File: config.mk
export PLATFORM = sky130hd
export DESIGN_NAME = accel_smoothing_sleep_controller
export DESIGN_NICKNAME = d
export VERILOG_FILES = /design/src/sv/acss_pkg.sv /design/src/sv/accel_smoothing_sleep_controller.sv /design/src/sv/acss_qdiv.sv /design/src/sv/acss_qmem.sv /design/src/sv/acss_timer.sv
export SDC_FILE = /design/constraint.sdc
export NUM_CORES = 1
export LEC_CHECK = 0
export BUFFER_PORTS_ARGS = -buffer_cell sky130_fd_sc_hd__buf_2
export CAP_MARGIN = 20
export CORE_MARGIN = 1
export CORE_UTILIZATION = 50
export DETAILED_ROUTE_END_ITERATION = 10
export PLACE_DENSITY = 0.74
export SLEW_MARGIN = 20
export SYNTH_ARGS = -nofsm -noshare
export SYNTH_HDL_FRONTEND = slang
export SYNTH_SLANG_ARGS = --single-unit
File: constraint.sdc
create_clock -name clk -period 9.99 [get_ports clk]
set_input_delay 0.4995 -clock clk [delete_from_list [all_inputs] [get_ports clk]]
set_output_delay 0.4995 -clock clk [all_outputs]
set_load 0.05 [all_outputs]
File: src/sv/acss_pkg.sv
//------------------------------------------------------------------------------
// acss_pkg
// Shared types and constants of the accelerometer smoothing and sleep block.
//------------------------------------------------------------------------------
`default_nettype none

package acss_pkg;

	localparam int AXIS_W    = 13;          // raw sample
	localparam int OFS_W     = 10;          // offset register
	localparam int SMP_W     = 14;          // offset sample, running sum
	localparam int QUO_W     = SMP_W - 1;   // one stored quotient
	localparam int ELAPSED_W = 8;
	localparam int IDLE_W    = 14;
	localparam int TAP_W     = 2;
	localparam int REG_IDX_W = 3;

	localparam logic [IDLE_W-1:0] IDLE_MAX    = {IDLE_W{1'b1}};
	localparam logic [IDLE_W-1:0] TIMEOUT_RST = IDLE_W'(10000);

	typedef enum logic [REG_IDX_W-1:0] {
		REG_OFFSET_X   = 3'd0,
		REG_OFFSET_Y   = 3'd1,
		REG_OFFSET_Z   = 3'd2,
		REG_SLEEP_EN   = 3'd3,
		REG_TIMEOUT_MS = 3'd4
	} reg_idx_t;

	typedef enum logic [TAP_W-1:0] {
		TAP_NONE   = 2'd0,
		TAP_SINGLE = 2'd1,
		TAP_DOUBLE = 2'd2
	} tap_kind_t;

	// per-request control fields that ride along with the sample
	typedef struct packed {
		logic [ELAPSED_W-1:0] elapsed_ms;
		logic                 inactivity;
		logic                 activity;
		logic                 single_tap;
		logic                 double_tap;
	} item_ctl_t;

	typedef struct packed {
		logic              sleep_enable;
		logic [IDLE_W-1:0] timeout_ms;
	} tmr_cfg_t;

	typedef struct packed {
		logic      wake_event;
		logic      sleep_event;
		tap_kind_t tap;
		logic      asleep;
	} tmr_res_t;

	function automatic logic signed [SMP_W-1:0] ofs_add(
		input logic signed [AXIS_W-1:0] a,
		input logic signed [OFS_W-1:0]  ofs
	);
		logic signed [SMP_W-1:0] ae;
		logic signed [SMP_W-1:0] oe;
		ae = {{(SMP_W-AXIS_W){a[AXIS_W-1]}}, a};
		oe = {{(SMP_W-OFS_W){ofs[OFS_W-1]}}, ofs};
		return ae + oe;
	endfunction

	function automatic logic signed [SMP_W-1:0] quo_ext(input logic signed [QUO_W-1:0] q);
		return {q[QUO_W-1], q};
	endfunction

endpackage

`default_nettype wire

File: src/sv/accel_smoothing_sleep_controller.sv
//------------------------------------------------------------------------------
// accel_smoothing_sleep_controller
// Moving-average accelerometer smoothing with an inactivity sleep timer.
//------------------------------------------------------------------------------
// Usage:
//   Input channel (in_valid/in_stall) carries one request per sensor sample:
//   three axes, elapsed milliseconds and the sensor's interrupt flags.
//   Output channel (out_valid/out_stall) returns exactly one result per
//   request, in order: smoothed axes, wake/sleep events, tap kind, asleep.
//   The APB port holds offsets, sleep enable and the timeout; write it only
//   while no request is in flight.
//   Pipeline: a request passes through s1, s2 and the output register before
//   out_valid rises. Throughput: one request per cycle while in_stall is low;
//   the window store is read at accept and written when the request leaves
//   s1, at a different slot, so consecutive requests never wait on each other.
//   Each slot of the window memory holds the quotient sample / WINDOW_LEN;
//   the running sum subtracts the quotient leaving the window and adds the
//   new one.
//   Reset: offsets 0, sleep enabled, timeout 10000 ms, window reads as all
//   zero (per-slot valid bits), sums and timer cleared. No clearing pass.
//   Receiver stall: the result waits in the output register; requests keep
//   entering until s1 and s2 are full (at most two more), then in_stall rises.
//------------------------------------------------------------------------------
`default_nettype none

module accel_smoothing_sleep_controller import acss_pkg::*; #(
	parameter int WINDOW_LEN = 8
) (
	input  wire logic                     clk,
	input  wire logic                     arst_n,
	// configuration
	input  wire logic                     psel,
	input  wire logic                     penable,
	input  wire logic                     pwrite,
	input  wire logic [4:0]               paddr,
	input  wire logic [31:0]              pwdata,
	output logic [31:0]                   prdata,
	output logic                          pready,
	// requests
	input  wire logic                     in_valid,
	output logic                          in_stall,
	input  wire logic signed [AXIS_W-1:0] accel_x,
	input  wire logic signed [AXIS_W-1:0] accel_y,
	input  wire logic signed [AXIS_W-1:0] accel_z,
	input  wire logic [ELAPSED_W-1:0]     elapsed_ms,
	input  wire logic                     inactivity_irq,
	input  wire logic                     activity_irq,
	input  wire logic                     single_tap_irq,
	input  wire logic                     double_tap_irq,
	// results
	output logic                          out_valid,
	input  wire logic                     out_stall,
	output logic signed [SMP_W-1:0]       smooth_x,
	output logic signed [SMP_W-1:0]       smooth_y,
	output logic signed [SMP_W-1:0]       smooth_z,
	output logic                          wake_event,
	output logic                          sleep_event,
	output logic [TAP_W-1:0]              tap_kind,
	output logic                          asleep
);

	localparam int SLOT_W = $clog2(WINDOW_LEN);
	localparam logic [SLOT_W-1:0] SLOT_LAST = SLOT_W'(WINDOW_LEN - 1);
	localparam logic signed [SMP_W-1:0] SUM_MIN = -SMP_W'(4608);
	localparam logic signed [SMP_W-1:0] SUM_MAX = SMP_W'(4608);

	//--------------------------------------------------------------------------
	// configuration registers
	//--------------------------------------------------------------------------
	logic signed [OFS_W-1:0] ofs_x_q, ofs_y_q, ofs_z_q;
	logic                    sleep_en_q;
	logic [IDLE_W-1:0]       timeout_q;
	reg_idx_t                reg_idx;
	logic                    cfg_wr;

	assign pready  = 1'b1;
	assign reg_idx = reg_idx_t'(paddr[4:2]);
	assign cfg_wr  = psel & penable & pwrite;

	always_ff @(posedge clk or negedge arst_n) begin
		if (!arst_n) begin
			ofs_x_q    <= '0;
			ofs_y_q    <= '0;
			ofs_z_q    <= '0;
			sleep_en_q <= 1'b1;
			timeout_q  <= TIMEOUT_RST;
		end else if (cfg_wr) begin
			unique case (reg_idx)
				REG_OFFSET_X:   ofs_x_q    <= pwdata[OFS_W-1:0];
				REG_OFFSET_Y:   ofs_y_q    <= pwdata[OFS_W-1:0];
				REG_OFFSET_Z:   ofs_z_q    <= pwdata[OFS_W-1:0];
				REG_SLEEP_EN:   sleep_en_q <= pwdata[0];
				REG_TIMEOUT_MS: timeout_q  <= pwdata[IDLE_W-1:0];
				default: ;      // unmapped: ignored
			endcase
		end
	end

	always_comb begin
		unique case (reg_idx)
			REG_OFFSET_X:   prdata = {{(32-OFS_W){ofs_x_q[OFS_W-1]}}, ofs_x_q};
			REG_OFFSET_Y:   prdata = {{(32-OFS_W){ofs_y_q[OFS_W-1]}}, ofs_y_q};
			REG_OFFSET_Z:   prdata = {{(32-OFS_W){ofs_z_q[OFS_W-1]}}, ofs_z_q};
			REG_SLEEP_EN:   prdata = {31'd0, sleep_en_q};
			REG_TIMEOUT_MS: prdata = {{(32-IDLE_W){1'b0}}, timeout_q};
			default:        prdata = '0;
		endcase
	end

	//--------------------------------------------------------------------------
	// flow control: s1 (divide, store write), s2 (sum, timer), output reg
	//--------------------------------------------------------------------------
	logic s1_v_q, s2_v_q, out_v_q;
	logic in_acc, s1_adv, s2_adv;
	logic out_ready, s2_ready, s1_ready;

	assign out_ready = !out_v_q || !out_stall;
	assign s2_ready  = !s2_v_q || out_ready;
	assign s1_ready  = !s1_v_q || s2_ready;
	assign in_stall  = !s1_ready;
	assign in_acc    = in_valid && s1_ready;
	assign s1_adv    = s1_v_q && s2_ready;
	assign s2_adv    = s2_v_q && out_ready;

	always_ff @(posedge clk or negedge arst_n) begin
		if (!arst_n) begin
			s1_v_q  <= 1'b0;
			s2_v_q  <= 1'b0;
			out_v_q <= 1'b0;
		end else begin
			if (in_acc) begin
				s1_v_q <= 1'b1;
			end else if (s1_adv) begin
				s1_v_q <= 1'b0;
			end
			if (s1_adv) begin
				s2_v_q <= 1'b1;
			end else if (s2_adv) begin
				s2_v_q <= 1'b0;
			end
			if (s2_adv) begin
				out_v_q <= 1'b1;
			end else if (out_ready) begin
				out_v_q <= 1'b0;
			end
		end
	end

	//--------------------------------------------------------------------------
	// write pointer: selects the slot read at accept
	//--------------------------------------------------------------------------
	logic [SLOT_W-1:0] slot_q;

	always_ff @(posedge clk or negedge arst_n) begin
		if (!arst_n) begin
			slot_q <= '0;
		end else if (in_acc) begin
			slot_q <= (slot_q == SLOT_LAST) ? '0 : slot_q + 1'b1;
		end
	end

	//--------------------------------------------------------------------------
	// stage 1: offset sample registered, old quotients arrive from the store
	//--------------------------------------------------------------------------
	logic signed [SMP_W-1:0] smp_x_s1, smp_y_s1, smp_z_s1;
	logic [SLOT_W-1:0]       slot_s1;
	item_ctl_t               ctl_s1;

	always_ff @(posedge clk) begin
		if (in_acc) begin
			smp_x_s1 <= ofs_add(accel_x, ofs_x_q);
			smp_y_s1 <= ofs_add(accel_y, ofs_y_q);
			smp_z_s1 <= ofs_add(accel_z, ofs_z_q);
			slot_s1  <= slot_q;
			ctl_s1   <= '{elapsed_ms: elapsed_ms, inactivity: inactivity_irq,
				activity: activity_irq, single_tap: single_tap_irq,
				double_tap: double_tap_irq};
		end
	end

	logic signed [QUO_W-1:0] q_x, q_y, q_z;
	logic [3*QUO_W-1:0]      old_s1;

	acss_qdiv #(.WINDOW_LEN(WINDOW_LEN)) u_div_x (.smp(smp_x_s1), .quo(q_x));
	acss_qdiv #(.WINDOW_LEN(WINDOW_LEN)) u_div_y (.smp(smp_y_s1), .quo(q_y));
	acss_qdiv #(.WINDOW_LEN(WINDOW_LEN)) u_div_z (.smp(smp_z_s1), .quo(q_z));

	acss_qmem #(.DEPTH(WINDOW_LEN), .DATA_W(3 * QUO_W)) u_qmem (
		.clk     (clk),
		.arst_n  (arst_n),
		.rd_en   (in_acc),
		.rd_addr (slot_q),
		.wr_en   (s1_adv),
		.wr_addr (slot_s1),
		.wr_data ({q_z, q_y, q_x}),
		.rd_data (old_s1)
	);

	//--------------------------------------------------------------------------
	// stage 2: running sums and timer
	//--------------------------------------------------------------------------
	logic signed [QUO_W-1:0] q_x_s2, q_y_s2, q_z_s2;
	logic signed [QUO_W-1:0] old_x_s2, old_y_s2, old_z_s2;
	item_ctl_t               ctl_s2;

	always_ff @(posedge clk) begin
		if (s1_adv) begin
			q_x_s2   <= q_x;
			q_y_s2   <= q_y;
			q_z_s2   <= q_z;
			old_x_s2 <= old_s1[QUO_W-1:0];
			old_y_s2 <= old_s1[2*QUO_W-1:QUO_W];
			old_z_s2 <= old_s1[3*QUO_W-1:2*QUO_W];
			ctl_s2   <= ctl_s1;
		end
	end

	logic signed [SMP_W-1:0] sum_x_q, sum_y_q, sum_z_q;
	logic signed [SMP_W-1:0] sum_x_nx, sum_y_nx, sum_z_nx;

	assign sum_x_nx = sum_x_q - quo_ext(old_x_s2) + quo_ext(q_x_s2);
	assign sum_y_nx = sum_y_q - quo_ext(old_y_s2) + quo_ext(q_y_s2);
	assign sum_z_nx = sum_z_q - quo_ext(old_z_s2) + quo_ext(q_z_s2);

	always_ff @(posedge clk or negedge arst_n) begin
		if (!arst_n) begin
			sum_x_q <= '0;
			sum_y_q <= '0;
			sum_z_q <= '0;
		end else if (s2_adv) begin
			sum_x_q <= sum_x_nx;
			sum_y_q <= sum_y_nx;
			sum_z_q <= sum_z_nx;
		end
	end

	tmr_cfg_t tmr_cfg;
	tmr_res_t tmr_res;

	assign tmr_cfg = '{sleep_enable: sleep_en_q, timeout_ms: timeout_q};

	acss_timer u_timer (
		.clk    (clk),
		.arst_n (arst_n),
		.upd    (s2_adv),
		.ctl    (ctl_s2),
		.cfg    (tmr_cfg),
		.res    (tmr_res)
	);

	//--------------------------------------------------------------------------
	// output register
	//--------------------------------------------------------------------------
	logic signed [SMP_W-1:0] smooth_x_q, smooth_y_q, smooth_z_q;
	tmr_res_t                res_q;

	always_ff @(posedge clk) begin
		if (s2_adv) begin
			smooth_x_q <= sum_x_nx;
			smooth_y_q <= sum_y_nx;
			smooth_z_q <= sum_z_nx;
			res_q      <= tmr_res;
		end
	end

	assign out_valid   = out_v_q;
	assign smooth_x    = smooth_x_q;
	assign smooth_y    = smooth_y_q;
	assign smooth_z    = smooth_z_q;
	assign wake_event  = res_q.wake_event;
	assign sleep_event = res_q.sleep_event;
	assign tap_kind    = res_q.tap;
	assign asleep      = res_q.asleep;

	//--------------------------------------------------------------------------
	// checks
	//--------------------------------------------------------------------------
	a_sum_range: assert property (@(posedge clk) disable iff (!arst_n)
		(sum_x_q >= SUM_MIN) && (sum_x_q <= SUM_MAX) &&
		(sum_y_q >= SUM_MIN) && (sum_y_q <= SUM_MAX) &&
		(sum_z_q >= SUM_MIN) && (sum_z_q <= SUM_MAX))
		else $error("running sum left the window range");

	a_event_state: assert property (@(posedge clk) disable iff (!arst_n)
		out_v_q |-> ((!res_q.sleep_event || res_q.asleep) &&
			(!res_q.wake_event || !res_q.asleep) &&
			!(res_q.sleep_event && res_q.wake_event)))
		else $error("sleep/wake event disagrees with asleep");

endmodule

`default_nettype wire

File: src/sv/acss_qdiv.sv
//------------------------------------------------------------------------------
// acss_qdiv
// Signed divide by the window length, truncating toward zero.
//------------------------------------------------------------------------------
`default_nettype none

module acss_qdiv import acss_pkg::*; #(
	parameter int WINDOW_LEN = 8
) (
	input  wire logic signed [SMP_W-1:0] smp,
	output logic signed [QUO_W-1:0]      quo
);

	// reciprocal exact for every magnitude below 2**MAG_W
	localparam int MAG_W  = SMP_W - 1;
	localparam int LOG_N  = $clog2(WINDOW_LEN);
	localparam int SHIFT  = MAG_W + LOG_N;
	localparam int RECIP  = ((1 << SHIFT) + WINDOW_LEN - 1) / WINDOW_LEN;
	localparam int RCP_W  = MAG_W + 2;
	localparam int PROD_W = MAG_W + RCP_W;

	logic                    neg;
	logic [SMP_W-1:0]        abs_full;
	logic [MAG_W-1:0]        mag;
	logic [PROD_W-1:0]       prod;
	logic [PROD_W-1:0]       prod_sh;
	logic [QUO_W-1:0]        qmag;

	always_comb begin
		neg      = smp[SMP_W-1];
		abs_full = neg ? (SMP_W'(0) - smp) : smp;
		mag      = abs_full[MAG_W-1:0];
		prod     = PROD_W'(mag) * PROD_W'(RCP_W'(RECIP));
		prod_sh  = prod >> SHIFT;
		qmag     = prod_sh[QUO_W-1:0];
		quo      = neg ? (QUO_W'(0) - qmag) : qmag;
	end

endmodule

`default_nettype wire

File: src/sv/acss_qmem.sv
//------------------------------------------------------------------------------
// acss_qmem
// Window store of per-slot quotients; unwritten slots read as zero.
//------------------------------------------------------------------------------
`default_nettype none

module acss_qmem import acss_pkg::*; #(
	parameter int DEPTH  = 8,
	parameter int DATA_W = 3 * QUO_W
) (
	input  wire logic                     clk,
	input  wire logic                     arst_n,
	input  wire logic                     rd_en,
	input  wire logic [$clog2(DEPTH)-1:0] rd_addr,
	input  wire logic                     wr_en,
	input  wire logic [$clog2(DEPTH)-1:0] wr_addr,
	input  wire logic [DATA_W-1:0]        wr_data,
	output logic [DATA_W-1:0]             rd_data
);

	logic [DATA_W-1:0] mem [DEPTH];
	logic [DEPTH-1:0]  valid_q;
	logic [DATA_W-1:0] rdata_q;
	logic              rvld_q;

	always_ff @(posedge clk) begin
		if (wr_en) begin
			mem[wr_addr] <= wr_data;
		end
		if (rd_en) begin
			rdata_q <= mem[rd_addr];
		end
	end

	always_ff @(posedge clk or negedge arst_n) begin
		if (!arst_n) begin
			valid_q <= '0;
			rvld_q  <= 1'b0;
		end else begin
			if (wr_en) begin
				valid_q[wr_addr] <= 1'b1;
			end
			if (rd_en) begin
				rvld_q <= valid_q[rd_addr];
			end
		end
	end

	assign rd_data = rvld_q ? rdata_q : '0;

	// the pointer spacing keeps a read and a write from meeting on one slot
	a_no_same_slot: assert property (@(posedge clk) disable iff (!arst_n)
		(rd_en && wr_en) |-> (rd_addr != wr_addr))
		else $error("qmem: read and write on one slot in one cycle");

endmodule

`default_nettype wire

File: src/sv/acss_timer.sv
//------------------------------------------------------------------------------
// acss_timer
// Inactivity timer, sleep/wake state and tap decode.
//------------------------------------------------------------------------------
`default_nettype none

module acss_timer import acss_pkg::*; (
	input  wire logic      clk,
	input  wire logic      arst_n,
	input  wire logic      upd,
	input  wire item_ctl_t ctl,
	input  wire tmr_cfg_t  cfg,
	output tmr_res_t       res
);

	logic              still_q;
	logic              sleeping_q;
	logic [IDLE_W-1:0] idle_q;

	logic              still_nx;
	logic              sleeping_nx;
	logic [IDLE_W-1:0] idle_nx;
	logic [IDLE_W:0]   idle_sum;

	always_comb begin
		still_nx        = still_q;
		sleeping_nx     = sleeping_q;
		idle_nx         = idle_q;
		idle_sum        = '0;
		res.wake_event  = 1'b0;
		res.sleep_event = 1'b0;

		if (ctl.inactivity) begin
			still_nx = 1'b1;
			idle_nx  = '0;
		end
		if (ctl.activity) begin
			res.wake_event = sleeping_q;
			still_nx       = 1'b0;
			sleeping_nx    = 1'b0;
		end

		if (ctl.double_tap) begin
			res.tap = TAP_DOUBLE;
		end else if (ctl.single_tap) begin
			res.tap = TAP_SINGLE;
		end else begin
			res.tap = TAP_NONE;
		end

		if (still_nx && !sleeping_nx && cfg.sleep_enable) begin
			idle_sum = {1'b0, idle_nx} + (IDLE_W+1)'(ctl.elapsed_ms);
			idle_nx  = idle_sum[IDLE_W] ? IDLE_MAX : idle_sum[IDLE_W-1:0];
			if (idle_nx > cfg.timeout_ms) begin
				sleeping_nx     = 1'b1;
				res.sleep_event = 1'b1;
			end
		end
		res.asleep = sleeping_nx;
	end

	always_ff @(posedge clk or negedge arst_n) begin
		if (!arst_n) begin
			still_q    <= 1'b0;
			sleeping_q <= 1'b0;
			idle_q     <= '0;
		end else if (upd) begin
			still_q    <= still_nx;
			sleeping_q <= sleeping_nx;
			idle_q     <= idle_nx;
		end
	end

	a_sleep_has_event: assert property (@(posedge clk) disable iff (!arst_n)
		$rose(sleeping_q) |-> $past(upd && res.sleep_event))
		else $error("timer: went to sleep without a sleep event");

endmodule

`default_nettype wire
==> results.py <==
metrics = {
    "detailed_routing": {
        "post_drt_wl_per_cell_um": 19.33,
        "ant_nets": 0,
        "num_vias": 17010,
        "drt-initial-drc-count": 1265,
        "first_pass_iters": 5,
        "drcViolationCount": 0,
        "drt_wl_total_um": 59010,
        "routed_via_density": 5.573,
    },
    "clocking": {
        "holdBufCountCts": 1,
        "cts_buffer_depth": 3,
        "root_buffer": "clkbuf_16",
        "cts_setup_buffers": 0,
        "cts_buffers": 61,
        "cts.sinks": 597,
        "cts_tree": "yes",
        "post_cts_resized": 0,
        "clk_pin_slew_worst_paths_ns": 0.06,
        "cts_max_level": 2,
        "insertion_delay_ns": 0.62,
    },
    "cells_and_area": {
        "antenna_cells": 0,
        "seqCellArea_um2": 17350,
        "nets": 2495,
        "multiInputGateArea_um2": 10220,
        "nFillCells": 4368,
        "layout-drive-gt1-share": 0.2016,
        "area_delta_synth_final_pct": 12.63,
        "fin_cells": 3053,
    },
    "sta": {
        "drv_slew": 0,
        "tns_ns": 0,
        "fmax_ghz": 0.1937,
        "period_share": 0.5169,
        "hold_violations": 0,
        "finalWorstSetupSlack_ns": 4.826,
        "min_period_ns": 5.164,
        "rsz0062_at_grt": "false",
        "slew_headroom": 0.2891,
        "setup_violations": 0,
        "fin_skew_ns": 0.01388,
        "worstMarginPinSlew_ns": 1.066,
    },
    "placement": {
        "gp_congestion": 0.8873,
        "dp_cells": 2936,
        "dpl_worst_slack_ns": 5.005,
        "hpwl_um": 38410,
        "port_buffers": 155,
    },
    "synthesis": {
        "synth_edf_count": 479,
        "ys_seq_area_frac": 0.6055,
        "yosysMostFrequentCell": "edfxtp_1",
        "yosys-top-cells-area": "edfxtp_1, dfrtp_1, mux4_2",
        "synth_cells": 2082,
        "synthArstFlopShare": 0.1977,
        "synth_commonest_cells": "edfxtp_1, inv_1, nand2_1",
        "ys_ff_latch": 597,
        "avgSynthCellArea_um2": 13.76,
        "ys.warnings.count": 0,
        "synth_top_area_frac": 0.5022,
        "netlist_area_um2": 28640,
        "dominantRegCellSynth": "edfxtp_1",
        "ys_types": 73,
        "syn_nets": 2331,
        "synth_top_area_cell": "edfxtp_1",
    },
    "die": {
        "dieHeight_um": 241.3,
        "core-area_um2": 56500,
        "rows": 87,
        "initial_core_util": 0.5070,
        "die-area_um2": 58250,
        "chipWidth_um": 241.3,
        "io_pins": 177,
    },
    "worst_setup_path": {
        "max_stage_delay_ns": 0.89,
        "path_delay_family": "compound AO/OA/AOI/OAI gates",
        "rr_endpoint": "asleep",
        "worstPathCellList": "nor2b_1 -> ha_1 -> fa_1 -> a21o_1 -> a21o_1 -> a211o_1 -> nand3_1 -> nand2_1 -> ha_1 -> a21o_1 -> a211oi_1 -> a21oi_1 -> o41ai_1 -> o21ai_0",
        "start_kind": "flop",
        "slowest_stage": "o41ai_1",
        "critPathMostFrequentCell": "a21o_1",
        "r2r_setup_slack_ns": 4.83,
        "crit_start": "ctl_s2[3]",
        "crit_end": "asleep",
        "cp_num_cells": 14,
        "critPathKind": "reg2reg",
        "reg2reg_depth": 14,
        "critPathRequiredTime_ns": 10.30,
        "crit_buf_inv": 0,
        "crit_arrival_ns": 5.48,
        "r2r-start": "ctl_s2[3]",
        "endpoint_kind": "flop",
        "crit_fanout": 22,
    },
    "grt": {
        "grt-ovfl-total": 0,
        "track_usage": 0.2070,
        "grt_max_degree": 74,
        "antenna_found_initial": 1,
        "grt_pass1_wl_um": 93160,
        "grt_pass1_vias": 17330,
    },
    "power_and_ir_drop": {
        "ir_drop_uv": 169.3,
        "swShare": 0.3621,
        "combPwrFrac": 0.408,
        "cellLeakagePower_nw": 12.65,
        "clockPowerShare": 0.219,
        "cellPowerDensity_nw_per_um2": 321.5,
        "p_switching_mw": 3.755,
        "p_seq_frac": 0.374,
        "p_int_mw": 6.616,
    },
    "hold_path": {
        "worstHoldStart": "inactivity_irq",
        "min_path_type": "in2reg",
    },
    "job": {
        "maxCapViolations": 0,
    },
    "run_status": {
        "status": "completed",
    },
}
==> worst min-delay path by stage <==
stage,slack (ns),endpoint,cells past startpoint
detailed placement,0.40,ctl_s2[8],0
CTS,0.02,ctl_s1[2],1
global placement,0.40,ctl_s2[0],0
finish,0.06,ctl_s1[3],1
global route,0.02,ctl_s1[3],1
floorplan,0.20,ofs_x_q[0],0
==> layout make-up <==
class | count | area share
sequential | 597 | 0.5378
timing repair buffer | 175 | 0.02967
clock inverter | 36 | 0.01136
multi-input combinational | 1203 | 0.3169
tap | 756 | 0.02932
clock buffer | 78 | 0.05061
inverter | 208 | 0.02432
==> logic make-up after synthesis <==
logic type | count (synthesis) | synth area share
fa+ha+maj | 154 | 0.07854
flops | 597 | 0.6055
other cells | 1 | 0.0001309
buf+inv | 282 | 0.03940
xor+xnor | 107 | 0.03272
simple gates | 451 | 0.07889
compound gates | 320 | 0.07199
mux | 170 | 0.09278
==> registers in the layout, summed over array words and instances, names as in the netlist, 10 cells and up <==
signal / cells
smp_y_s1: 14
sum_x_q: 14
smooth_z: 14
q_x_s2: 11
u_qmem.mem: 264
ctl_s1: 12
smooth_x: 14
u_qmem.rdata_q: 33
ofs_z_q: 10
old_x_s2: 11
smooth_y: 14
q_y_s2: 11
u_timer.idle_q: 14
old_y_s2: 11
ofs_x_q: 10
ctl_s2: 12
old_z_s2: 11
sum_y_q: 14
timeout_q: 14
sum_z_q: 14
ofs_y_q: 10
smp_x_s1: 14
q_z_s2: 11
smp_z_s1: 14
==> per-stage QoR <==
stage | total power [mW] | util | hold WS (ns) | instance area [um^2]
2_1_floorplan | 7.118 | - | 0.2039 | 28640
3_3_place_gp | 7.951 | 0.5345 | 0.4026 | 30200
3_5_place_dp | 8.121 | 0.5345 | 0.4045 | 30200
4_1_cts | 10.43 | 0.5701 | 0.01610 | 32210
5_1_grt | 11.03 | 0.5710 | 0.02469 | 32260
6_report | 10.37 | 0.5710 | 0.05971 | 32260
==> power groups by stage <==
| stage | Sequential, mW | Combinational (mW) | Clock, mW |
|---|---|---|---|
| 2_1_floorplan | 4.09 | 3.02 | 0 |
| 3_3_place_gp | 3.91 | 4.04 | 0 |
| 3_5_place_dp | 3.94 | 4.18 | 0 |
| 4_1_cts | 3.90 | 4.21 | 2.32 |
| 5_1_grt | 3.94 | 4.69 | 2.41 |
| 6_report | 3.87 | 4.23 | 2.27 |
==> routing by layer <==
metal,up-vias,GRT usage,wire length (um)
met3,97,0.02769,2970
li1,7962,-,-
met2,513,0.3427,28100
met4,2,0.06674,1428
met5,-,0,8
met1,8439,0.2844,26500
==> cells in the final DEF (no fill, tap or decap), types with 9 or more instances in the layout <==
master,n
mux2i_1,18
a31oi_1,11
and3_1,14
or3_1,13
nor2b_1,25
nor3_1,31
nand4_1,10
buf_2,154
nand2b_1,17
clkinv_1,11
o211ai_1,9
xor2_1,36
a211oi_1,11
nor2_1,74
edfxtp_1,479
and2_1,39
o21ai_0,100
mux4_2,68
dfrtp_1,109
nand2_1,134
fa_1,43
clkbuf_1,15
mux2_2,84
clkbuf_16,63
ha_1,111
inv_1,206
a21oi_1,68
clkinv_2,11
a21o_1,27
xnor2_1,71
or2_2,13
nand3_1,36
buf_4,18
No activity file was read; power rests on OpenSTA's default activity.
